`config.mk`:
```
export PLATFORM = sky130hd
export DESIGN_NAME = vibration_pattern_sequencer_unit
export DESIGN_NICKNAME = d
export VERILOG_FILES = /design/src/design/vps_pkg.sv /design/src/design/vibration_pattern_sequencer_unit.sv /design/src/design/vps_on_time.sv
export SDC_FILE = /design/constraint.sdc
export NUM_CORES = 1
export LEC_CHECK = 0
export BUFFER_PORTS_ARGS = -buffer_cell sky130_fd_sc_hd__buf_2
export CORE_UTILIZATION = 30
export DETAILED_ROUTE_END_ITERATION = 8
export GPL_TIMING_DRIVEN = 0
export HOLD_SLACK_MARGIN = 0.12
export PLACE_DENSITY = 0.54
export SETUP_SLACK_MARGIN = 0.15
export SYNTH_ARGS = -nofsm -noshare
export SYNTH_HDL_FRONTEND = slang
export SYNTH_SLANG_ARGS = --single-unit
export TNS_END_PERCENT = 50
```
`constraint.sdc`:
```
create_clock -name clk -period 17.4 [get_ports clk]
set_clock_uncertainty 0.1 [all_clocks]
set_input_delay 0.87 -clock clk [delete_from_list [all_inputs] [get_ports clk]]
set_output_delay 0.87 -clock clk [all_outputs]
set_load 0.01 [all_outputs]
```
`src/design/vps_pkg.sv`:
```
`timescale 1ns / 1ps

package vps_pkg;

  // Default tick counter width; the phase counter saturates at this width and the ring period is truncated to it.
  localparam int unsigned TickBitsDefault = 16;

  // Width of the on-time, which is at most three times the strong base (270).
  localparam int unsigned OnLenBits = 9;

  // Action codes of an input item.
  localparam logic [1:0] ACT_TICK = 2'd0;
  localparam logic [1:0] ACT_BUZZ = 2'd1;
  localparam logic [1:0] ACT_RING = 2'd2;
  localparam logic [1:0] ACT_STOP = 2'd3;

  // Intensity codes; the unused code acts as strong.
  localparam logic [1:0] LVL_LIGHT  = 2'd0;
  localparam logic [1:0] LVL_MEDIUM = 2'd1;
  localparam logic [1:0] LVL_STRONG = 2'd2;
  localparam logic [1:0] LVL_SPARE  = 2'd3;

  // Base on-time per intensity, in ticks.
  localparam logic [OnLenBits-1:0] BaseLight  = 9'd30;
  localparam logic [OnLenBits-1:0] BaseMedium = 9'd50;
  localparam logic [OnLenBits-1:0] BaseStrong = 9'd90;

  typedef struct packed {
    logic [1:0]  action;
    logic [1:0]  intensity;
    logic [15:0] shake_speed;
    logic [15:0] ring_period;
    logic [15:0] buzz_count;
  } item_t;

  typedef struct packed {
    logic motor_on;
    logic ringing;
    logic busy_res;
  } result_t;

endpackage

```
`src/design/vibration_pattern_sequencer_unit.sv`:
```
`timescale 1ns / 1ps

// Vibration pattern sequencer. Each input transfer carries one action (tick,
// buzz request, ring request or stop) and produces exactly one result
// transfer telling whether the motor is driven, whether a ring is in
// progress and whether any pattern is active after that action. A buzz
// drives the motor for the on-time, then goes idle; a ring alternates the
// on-time with ring_period minus the on-time (at least one tick), for
// buzz_count pulses or forever when buzz_count is zero. The on-time is
// base*shake_speed/200 clamped to base..3*base, base 30/50/90 by intensity.
// Rate: one item per clock while the result side does not stall; an item
// passes the input register, then the state update that loads the result
// register. Phase and period counters are TICK_BITS wide; the phase saturates
// and the ring period is truncated. No clearing pass is needed after reset.
module vibration_pattern_sequencer_unit #(
  parameter int unsigned TICK_BITS = vps_pkg::TickBitsDefault
) (
  input  logic            clk,
  input  logic            rst,
  input  logic            item_valid,
  output logic            item_stall,
  input  vps_pkg::item_t  item,
  output logic            res_valid,
  input  logic            res_stall,
  output vps_pkg::result_t res
);

  localparam int unsigned OnBits = vps_pkg::OnLenBits;
  // Working width wide enough for the ring period, the on-time and the counter.
  localparam int unsigned WideBits = (TICK_BITS > 16) ? TICK_BITS : 16;
  localparam logic [WideBits-1:0] TickMax = WideBits'({TICK_BITS{1'b1}});
  localparam logic [TICK_BITS-1:0] TickOne = TICK_BITS'(1);

  typedef enum logic [3:0] {
    MODE_IDLE     = 4'b0001,
    MODE_BUZZ     = 4'b0010,
    MODE_RING_ON  = 4'b0100,
    MODE_RING_OFF = 4'b1000
  } mode_t;

  // Input register
  logic           s1_valid;
  vps_pkg::item_t s1_item;
  logic           advance;

  // Pattern state
  mode_t                 mode, mode_next;
  logic [TICK_BITS-1:0]  phase_left, phase_left_next;
  logic [OnBits-1:0]     on_length, on_length_next;
  logic [TICK_BITS-1:0]  cycle_period, cycle_period_next;
  logic [15:0]           pulses_left, pulses_left_next;

  logic [OnBits-1:0]     req_on_len;
  logic [TICK_BITS-1:0]  phase_dec;
  logic [WideBits-1:0]   off_wide;
  logic [WideBits-1:0]   period_wide;
  logic [WideBits-1:0]   period_in_wide;

  // Clamp an on-time to the counter range; it is never below 30.
  function automatic logic [TICK_BITS-1:0] sat_on(input logic [OnBits-1:0] len);
    logic [WideBits-1:0] w;
    w = WideBits'(len);
    if (w > TickMax) begin
      w = TickMax;
    end
    return w[TICK_BITS-1:0];
  endfunction

  vps_on_time u_on_time (
    .intensity   (s1_item.intensity),
    .shake_speed (s1_item.shake_speed),
    .on_len      (req_on_len)
  );

  // Move the held item into the result register whenever that register is
  // empty or its content is being taken this cycle.
  assign advance    = s1_valid && (!res_valid || !res_stall);
  assign item_stall = s1_valid && !advance;

  always_ff @(posedge clk) begin
    if (rst) begin
      s1_valid <= 1'b0;
    end else if (item_valid && !item_stall) begin
      s1_valid <= 1'b1;
    end else if (advance) begin
      s1_valid <= 1'b0;
    end
  end

  always_ff @(posedge clk) begin
    if (item_valid && !item_stall) begin
      s1_item <= item;
    end
  end

  assign period_in_wide = WideBits'(s1_item.ring_period);
  assign period_wide    = WideBits'(cycle_period);
  assign phase_dec      = (phase_left == '0) ? '0 : phase_left - TickOne;
  // Off time: period minus on-time, saturated at zero; never exceeds the period.
  assign off_wide = (period_wide > WideBits'(on_length)) ?
                    period_wide - WideBits'(on_length) : '0;

  always_comb begin
    mode_next         = mode;
    phase_left_next   = phase_left;
    on_length_next    = on_length;
    cycle_period_next = cycle_period;
    pulses_left_next  = pulses_left;
    if (advance) begin
      case (s1_item.action)
        vps_pkg::ACT_BUZZ, vps_pkg::ACT_RING: begin
          // Restart the pattern from its on phase.
          on_length_next  = req_on_len;
          phase_left_next = sat_on(req_on_len);
          if (s1_item.action == vps_pkg::ACT_BUZZ) begin
            mode_next = MODE_BUZZ;
          end else begin
            mode_next         = MODE_RING_ON;
            cycle_period_next = period_in_wide[TICK_BITS-1:0];
            pulses_left_next  = s1_item.buzz_count;
          end
        end
        vps_pkg::ACT_STOP: begin
          mode_next       = MODE_IDLE;
          phase_left_next = '0;
        end
        default: begin
          if (mode != MODE_IDLE) begin
            phase_left_next = phase_dec;
            if (phase_dec == '0) begin
              case (mode)
                MODE_BUZZ: begin
                  mode_next = MODE_IDLE;
                end
                MODE_RING_ON: begin
                  if (pulses_left == 16'd1) begin
                    mode_next = MODE_IDLE;
                  end else begin
                    if (pulses_left > 16'd1) begin
                      pulses_left_next = pulses_left - 16'd1;
                    end
                    mode_next = MODE_RING_OFF;
                    phase_left_next = (off_wide == '0) ? TickOne :
                                      off_wide[TICK_BITS-1:0];
                  end
                end
                MODE_RING_OFF: begin
                  mode_next       = MODE_RING_ON;
                  phase_left_next = sat_on(on_length);
                end
                default: begin
                  mode_next = MODE_IDLE;
                end
              endcase
            end
          end
        end
      endcase
    end
  end

  always_ff @(posedge clk) begin
    if (rst) begin
      mode         <= MODE_IDLE;
      phase_left   <= '0;
      on_length    <= '0;
      cycle_period <= '0;
      pulses_left  <= '0;
    end else begin
      mode         <= mode_next;
      phase_left   <= phase_left_next;
      on_length    <= on_length_next;
      cycle_period <= cycle_period_next;
      pulses_left  <= pulses_left_next;
    end
  end

  // Result register: load on advance, drop once the transfer completes.
  always_ff @(posedge clk) begin
    if (rst) begin
      res_valid <= 1'b0;
    end else if (advance) begin
      res_valid <= 1'b1;
    end else if (!res_stall) begin
      res_valid <= 1'b0;
    end
  end

  always_ff @(posedge clk) begin
    if (advance) begin
      res.motor_on <= (mode_next == MODE_BUZZ) || (mode_next == MODE_RING_ON);
      res.ringing  <= (mode_next == MODE_RING_ON) || (mode_next == MODE_RING_OFF);
      res.busy_res <= (mode_next != MODE_IDLE);
    end
  end

  // An active pattern always has time left in its phase.
  a_phase_nonzero: assert property (@(posedge clk) disable iff (rst)
    (mode != MODE_IDLE) |-> (phase_left != '0))
    else $error("active pattern with empty phase");

  // A stored on-time lies within the clamp range of some intensity.
  a_on_range: assert property (@(posedge clk) disable iff (rst)
    (mode != MODE_IDLE) |-> (on_length >= vps_pkg::BaseLight &&
                             on_length <= OnBits'(3 * vps_pkg::BaseStrong)))
    else $error("on-time out of range");

  // A driven motor or a ring implies a busy result.
  a_res_flags: assert property (@(posedge clk) disable iff (rst)
    res_valid |-> ((!res.motor_on && !res.ringing) || res.busy_res))
    else $error("result flags inconsistent");

  // State changes only when an item moves into the result register.
  a_state_hold: assert property (@(posedge clk) disable iff (rst)
    !advance |=> $stable(mode) && $stable(phase_left))
    else $error("state changed without an item");

  // The input side stalls only while an item is held and cannot move on.
  a_stall_cause: assert property (@(posedge clk) disable iff (rst)
    item_stall |-> (s1_valid && res_valid && res_stall))
    else $error("stall without a blocked result");

endmodule

```
`src/design/vps_on_time.sv`:
```
`timescale 1ns / 1ps

// On-time = base * shake / 200, truncated, clamped to base .. 3*base.
// Outside shake 200..599 the clamp decides, so only a 10-bit shake is scaled,
// by a fixed-point reciprocal of 200/base (exact over that range).
module vps_on_time (
  input  logic [1:0]                       intensity,
  input  logic [15:0]                      shake_speed,
  output logic [vps_pkg::OnLenBits-1:0]    on_len
);

  localparam int unsigned FracBits = 16;
  // ceil(base / 200 * 2^16) for 30, 50 and 90.
  localparam logic [14:0] RecipLight  = 15'd9831;
  localparam logic [14:0] RecipMedium = 15'd16384;
  localparam logic [14:0] RecipStrong = 15'd29492;
  localparam logic [15:0] ShakeLow    = 16'd200;
  localparam logic [15:0] ShakeHigh   = 16'd600;

  logic [vps_pkg::OnLenBits-1:0] base;
  logic [vps_pkg::OnLenBits-1:0] base_x3;
  logic [14:0]                   recip;
  logic [24:0]                   product;
  logic [vps_pkg::OnLenBits-1:0] scaled;

  always_comb begin
    case (intensity)
      vps_pkg::LVL_LIGHT: begin
        base  = vps_pkg::BaseLight;
        recip = RecipLight;
      end
      vps_pkg::LVL_MEDIUM: begin
        base  = vps_pkg::BaseMedium;
        recip = RecipMedium;
      end
      default: begin
        base  = vps_pkg::BaseStrong;
        recip = RecipStrong;
      end
    endcase
  end

  assign base_x3 = vps_pkg::OnLenBits'({base, 1'b0} + {1'b0, base});
  assign product = 25'(shake_speed[9:0]) * 25'(recip);
  assign scaled  = product[FracBits +: vps_pkg::OnLenBits];

  always_comb begin
    if (shake_speed < ShakeLow) begin
      on_len = base;
    end else if (shake_speed >= ShakeHigh) begin
      on_len = base_x3;
    end else begin
      on_len = scaled;
    end
  end

endmodule
```
==> After elaboration in Yosys (flattened, before gate mapping) <==
Cells that the tools add are included.
{ "totals": {"regBits": 118, "input_bits": 56, "word_cells": 96} }
{ "op_classes": {"n_addsub": 4, "n_mul": 1, "n_lt_le_gt_ge": 4, "n_eq_ne": 15, "muxes": 30, "n_bitwise": 2, "reduce_logical": 25} }
{ "op_table": {"columns": ["operator", "n"], "rows": [
  ["$mux W16", 12],
  ["$pmux W16 S2", 3],
  ["$logic_not A16 Y1", 3],
  ["$sub A16 B1 Y16 const B", 2],
  ["$pmux W15 S2", 1],
  ["$mul A10 B15 Y25", 1],
  ["$mux W9", 2],
  ["$eq A16 B1 Y1 const B", 1],
  ["$ge A16 B10 Y1 const B", 1],
  ["$gt A16 B1 Y1 const B", 1],
  ["$gt A16 B9 Y1", 1],
  ["$lt A16 B8 Y1 const B", 1],
  ["$mux W4", 4],
  ["$pmux W4 S2", 2],
  ["$sub A16 B9 Y16", 1],
  ["$pmux W7 S2", 1],
  ["$reduce_bool A2 Y1", 5],
  ["$add A8 B7 Y9", 1],
  ["$eq A4 B3 Y1 const B", 2],
  ["$eq A4 B4 Y1 const B", 2],
  ["$ne A4 B1 Y1 const B", 2],
  ["$reduce_and A8 Y1", 1],
  ["$eq A2 B1 Y1 const B", 2],
  ["$eq A2 B2 Y1 const B", 2],
  ["14 further kinds", 27]
]} }

==> Depth between registers and ports, before layout <==
{ "logic_depth": {"word_depth": 9, "ltp_mapped": 23} }

==> Modules after synthesis <==
A second synthesis with hierarchy kept.
{ "unflattened": {"cells_unflattened": 1048, "area_unflattened_um2": 9570.4} }
{ "modules_own_cells": {"columns": ["module", "instances", "cells_per_inst", "area_per_inst_um2", "seq_area_each_um2"], "rows": [
  ["vibration_pattern_sequencer_unit", 1, 635, 5929.4, 2912.8],
  ["vps_on_time", 1, 413, 3641.0, 0.0]
]} }

==> Least setup slack after synthesis <==
No wires, ideal clock.
{ "synth_timing": {"path_kind": "register to register", "startpoint": "reg s1_item[49] (netlist bit)", "endpoint": "reg on_length[8]", "t_arrival_ns": 5.762, "path_slack_ns": 11.451, "path_stages_with_launch": 22, "n_path_buf": 1, "synth_period_minus_slack_ns": 5.949, "cell_sequence": "edfxtp_1 nand2b_1 clkbuf_1 nand2_1 fa_1 fa_1 inv_1 fa_1 fa_1 inv_1 fa_1 inv_1 ha_1 a211oi_1 nor2_1 o41ai_1 a31o_2 nor2_1 a2111oi_0 xnor2_1 o211ai_1 o31ai_1"} }
{ "synth_via": {"elab_chain_len": 5, "word_cells_on_any_way": 8} }
{ "synth_rtl": {"columns": ["element", "line", "text"], "rows": [
  ["start, declared", "vibration_pattern_sequencer_unit.sv:43", "vps_pkg::item_t s1_item;"],
  ["start signal, assigned", "vibration_pattern_sequencer_unit.sv:92", "s1_item <= item;"],
  ["$eq A2 B1 Y1 or $logic_not A2 Y1 (tied branches)", "vps_on_time.sv:27", "case (intensity)"],
  ["$pmux W15 S2 or $pmux W7 S2 (tied branches)", "vps_on_time.sv:27", null],
  ["$mul A10 B15 Y25 or $add A8 B7 Y9 (tied branches)", "vps_on_time.sv:44, vps_on_time.sv:43", null],
  ["$mux W9 (*)", "vps_on_time.sv:50", "end else if (shake_speed >= ShakeHigh) begin"],
  ["$mux W9 (*)", "vps_on_time.sv:48", "if (shake_speed < ShakeLow) begin"],
  ["end signal, assigned", "vibration_pattern_sequencer_unit.sv:172", "on_length <= on_length_next;"],
  ["end, declared", "vibration_pattern_sequencer_unit.sv:49", "logic [OnBits-1:0] on_length, on_length_next;"]
]} }
Mark *: on every way between the ends. The rest lies on a longest branch, timed or not.
A chain may end at the register's enable or synchronous reset.

==> Final worst setup path <==
{ "layout_timing": {"startpoint": "reg s1_item[49] (netlist bit)", "endpoint": "reg phase_left[8]"} }
{ "layout_via": {"elab_chain_len": 6, "word_cells_on_any_way": 9} }
{ "layout_rtl": {"columns": ["element", "line", "text"], "rows": [
  ["$eq A2 B1 Y1 or $logic_not A2 Y1 (tied branches)", "vps_on_time.sv:27", null],
  ["$pmux W15 S2 or $pmux W7 S2 (tied branches)", "vps_on_time.sv:27", null],
  ["$mul A10 B15 Y25 or $add A8 B7 Y9 (tied branches)", "vps_on_time.sv:44, vps_on_time.sv:43", null],
  ["$mux W9 (*)", "vps_on_time.sv:50", null],
  ["$mux W9 (*)", "vps_on_time.sv:48", null],
  ["$pmux W16 S2 (*)", "vibration_pattern_sequencer_unit.sv:110", "case (s1_item.action)"],
  ["end signal, assigned", "vibration_pattern_sequencer_unit.sv:171", "phase_left <= phase_left_next;"],
  ["end, declared", "vibration_pattern_sequencer_unit.sv:48", "logic [TICK_BITS-1:0] phase_left, phase_left_next;"]
]} }
Marked as above.

==> impl_summary.md <==
Place
At the end of routability-driven placement, the weighted congestion stood at 0.8703. The count of buffers inserted at the top-level ports is 59. The placed wire-length estimate after detailed placement is 18.72 mm.

Run status
The flow ran to the end, and the final reports show no timing, DRC or antenna violations.

STA
The smallest clock period supported by the final layout is computed as 7.105 ns. The share of the cycle needed by the critical path after routing is 40.83%. On the final layout, the worst hold slack is 0.3571 ns.

Setup repair after global routing left no endpoint under its margin. The count of endpoints failing setup in the final report is 0. The number of hold violations in the final report came to 0. In this run the tightest slew margin relative to its limit is 39.65%. The max-slew violation count is 0.

Derived from the worst setup path, the maximum achievable clock frequency is 140.7 MHz. Summed over all failing endpoints, the final setup total negative slack is 0 ns. The slew of the pin with the lowest slew margin is 0.8927 ns.

Worst setup path
The worst register-to-register path begins at s1_item[49]. The worst-case register-to-register setup slack is 10.29 ns. The worst setup path is captured at a register.

Among all stages on the critical path, the largest delay is contributed by fa_1. By startpoint and endpoint, the worst setup path is classified as register to register. In this run the worst setup path begins at s1_item[49]. For the worst setup path, the data arrival time is 7.30 ns. Walking the worst path, the cells encountered are nor2_1 > clkbuf_1 > nand2_1 > fa_1 > fa_1 > inv_1 > fa_1 > fa_1 > inv_1 > fa_1 > inv_1 > ha_1 > a211oi_1 > nor2_1 > o41ai_1 > a31o_2 > nor2_1 > a2111oi_0 > xnor2_1 > o211ai_1 > o32ai_1.

The type of origin of the critical path is a register. For this run, the slowest stage of the critical path takes 0.55 ns. The required time of the worst setup path is 17.59 ns. The cell type with the highest occurrence count on the critical path is fa_1. Along the worst path, the maximum fanout reaches 10.

Floorplanning
Pin placement for this block handled 61 I/O pins. From bottom edge to top edge, the die measures 179.1 microns. The starting density of the core is 30.61%.

Row generation in the floorplan step produced 64 rows. The region available for standard cell placement spans 30750 sq um. The die is 179.1 microns wide. The area of the die is 32090 sq um.

Global routing
Global routing finished with a remaining overflow of 0. The number of global-route vias before repair is 7466. The number of antenna violations at the first check in global routing was 0. The pin count of the biggest net entering global routing is 34. For this run, the total global-route usage over all layers was measured as 15.58%. The wire length of the first global-routing pass is 38.60 mm.

Detailed routing
In this run, the number of DRC markers left after iteration 0 of detailed routing was 500. The detailed-route DRC error count is 0. For this block, the routed nets add up to 23.29 mm of wire. Detailed routing inserted a total of 7403 vias.

The final antenna-violating net count is 0. Using the TritonRoute via totals, the vias-per-cell ratio works out to 4.916. The routed length per instance is 15.47 microns.

The first TritonRoute pass finished after 5 iterations.

Clock network
In this run the clock root is driven by a clkbuf_16. For this design, the CTS-stage hold fixing added 0 buffers. The number of buffers between clock root and the deepest sink is 2. The sink count of the clock tree is 118. The clock reaches the later pin of the worst-skew pair after 0.43 ns. The count of H-tree levels built during CTS is 4. TritonCTS built the clock tree. The post-cts gate resize count is 0. The clock-pin slew of the registers on the worst-case setup and hold paths is 0.05 ns. Counting the buffers created by CTS gives 17.

After clock tree synthesis, the setup repair step added 0 buffers.

Finish
The share of final-layout standard cells stronger than drive strength 1 is 10.63%. For this run, the post-layout net count is 1310. The repair_antennas step left the layout with diodes totalling 0. The fill cell total of the finished layout is 3195. Relative to the synthesized area, the layout overhead comes to 14.80%.

The final design utilization is 35.14%.

Logic synthesis
The most used flip-flop cell after synthesis is dfxtp_1. The area of the mapped netlist is 9413 sq um. The post-synthesis sequential element count is 118. The share of async-settable or async-resettable flops after synthesis is 0%. The post-synthesis net count is 1231. The number of enable-type register cells in the synthesized netlist is 55.

Yosys printed 0 warnings. After technology mapping, the gate count stands at 1018. The number of different library cells in the post-synthesis netlist is 74.

The average instance area after synthesis is 9.246 sq um. Of the synthesized area, sequential elements account for 30.95%.

Pwr
The maximum vdd ir drop is 0.00006723 V. In this run the power density over the cells is 107.2 nW/um^2. For this design the static power due to leakage is 4.658 nW.

Flow run
The count of max-cap constraint violations is 0.

Worst hold path
The class of the tightest hold or removal check is register to register. The hold path startpoint is cycle_period[0].
placed cells by master (no fill, tap or decap), types with 22 or more instances in the layout:
cell type / synthesis / final
buf_2: 0 / 59
clkbuf_1: 33 / 34
nor3_1: 27 / 27
dfxtp_1: 63 / 63
edfxtp_1: 55 / 55
a21oi_1: 71 / 71
nor2_1: 58 / 58
fa_1: 67 / 67
inv_1: 145 / 145
nand2_1: 109 / 109
ha_1: 90 / 90
o21ai_0: 33 / 33
and2_1: 22 / 22
Yosys cell counts, types with 11 or more instances:
library cell | n | area share (%)
inv_1 | 145 | 5.8
nand2_1 | 109 | 4.3
ha_1 | 90 | 12
a21oi_1 | 71 | 3.8
fa_1 | 67 | 14
dfxtp_1 | 63 | 13
nor2_1 | 58 | 2.3
edfxtp_1 | 55 | 18
clkbuf_1 | 33 | 1.3
o21ai_0 | 33 | 1.8
nor3_1 | 27 | 1.4
and2_1 | 22 | 1.5
nor4_1 | 19 | 1.3
xnor2_1 | 19 | 1.8
xor2_1 | 13 | 1.2
nand3_1 | 12 | 0.64
a211oi_1 | 11 | 0.88
nand4_1 | 11 | 0.73
cell type report:
class,count,area [sq um],share of cell area (%)
multi-input combinational,720,5824,53.90
sequential,118,2913,26.96
inverter,145,544.3,5.037
tap,396,495.5,4.585
clock buffer,19,442.9,4.099
timing repair buffer,60,315.3,2.918
buffer,35,138.9,1.285
clock inverter,13,131.4,1.216
metal layers:
metal | part of all wire [%] | vias to the layer above | track usage [%]
li1 | - | 3692 | -
met1 | 49 | 3524 | 21.49
met2 | 45 | 164 | 24.73
met3 | 3.8 | 23 | 2.226
met4 | 1.5 | 0 | 5.497
met5 | 0 | - | 0
flip-flops by register name (all words and copies together) (netlist names):
name / flops
mode: 4
cycle_period: 16
res: 3
phase_left: 16
on_length: 9
s1_item: 36
s1_valid: 1
res_valid: 1
pulses_left: 16
period_in_wide: 16
per-stage QoR:
step / worst slack, ns / cell area (sq um) / instances / power [mW]
after floorplan: 11.45 / 9413 / 1018 / 0.6985
after global placement: 10.32 / 10200 / 1473 / 0.8143
after detailed placement: 10.26 / 10230 / 1474 / 0.8186
after CTS: 10.24 / 10810 / 1506 / 1.172
after global routing: 9.704 / 10810 / 1506 / 1.260
final: 10.29 / 10810 / 1506 / 1.159
worst paths after layout:
| path | to | depth (start not counted) |
|---|---|---|
| max reg2reg | phase_left[8] | 21 |
| min reg2reg | cycle_period[0] | 2 |
| max | phase_left[8] | 21 |
| min | cycle_period[0] | 2 |
critical path: cells and delay by family (launching register included):
kind / cells / cell delay [ns]
AO/OA/AOI/OAI: 6 / 2.08
XOR/XNOR: 1 / 0.15
adder cells (fa/ha/maj): 6 / 2.92
buffers and inverters: 4 / 0.62
flip-flops: 1 / 0.50
AND/OR/NAND/NOR: 4 / 0.61
report_power, final:
group / switching [mW] / total [mW] / internal, mW
logic: 0.294 / 0.498 / 0.203
clock network: 0.133 / 0.346 / 0.213
registers: 0.0105 / 0.316 / 0.305
total: 0.438 / 1.16 / 0.721
logic make-up after synthesis:
group	synth area share, %
compound gates	14.94
xor+xnor	2.978
fa+ha+maj	26.21
buf+inv	7.258
flops	30.95
mux	0.3323
simple gates	17.33
Note: power is estimated with default switching activity, not from simulation.
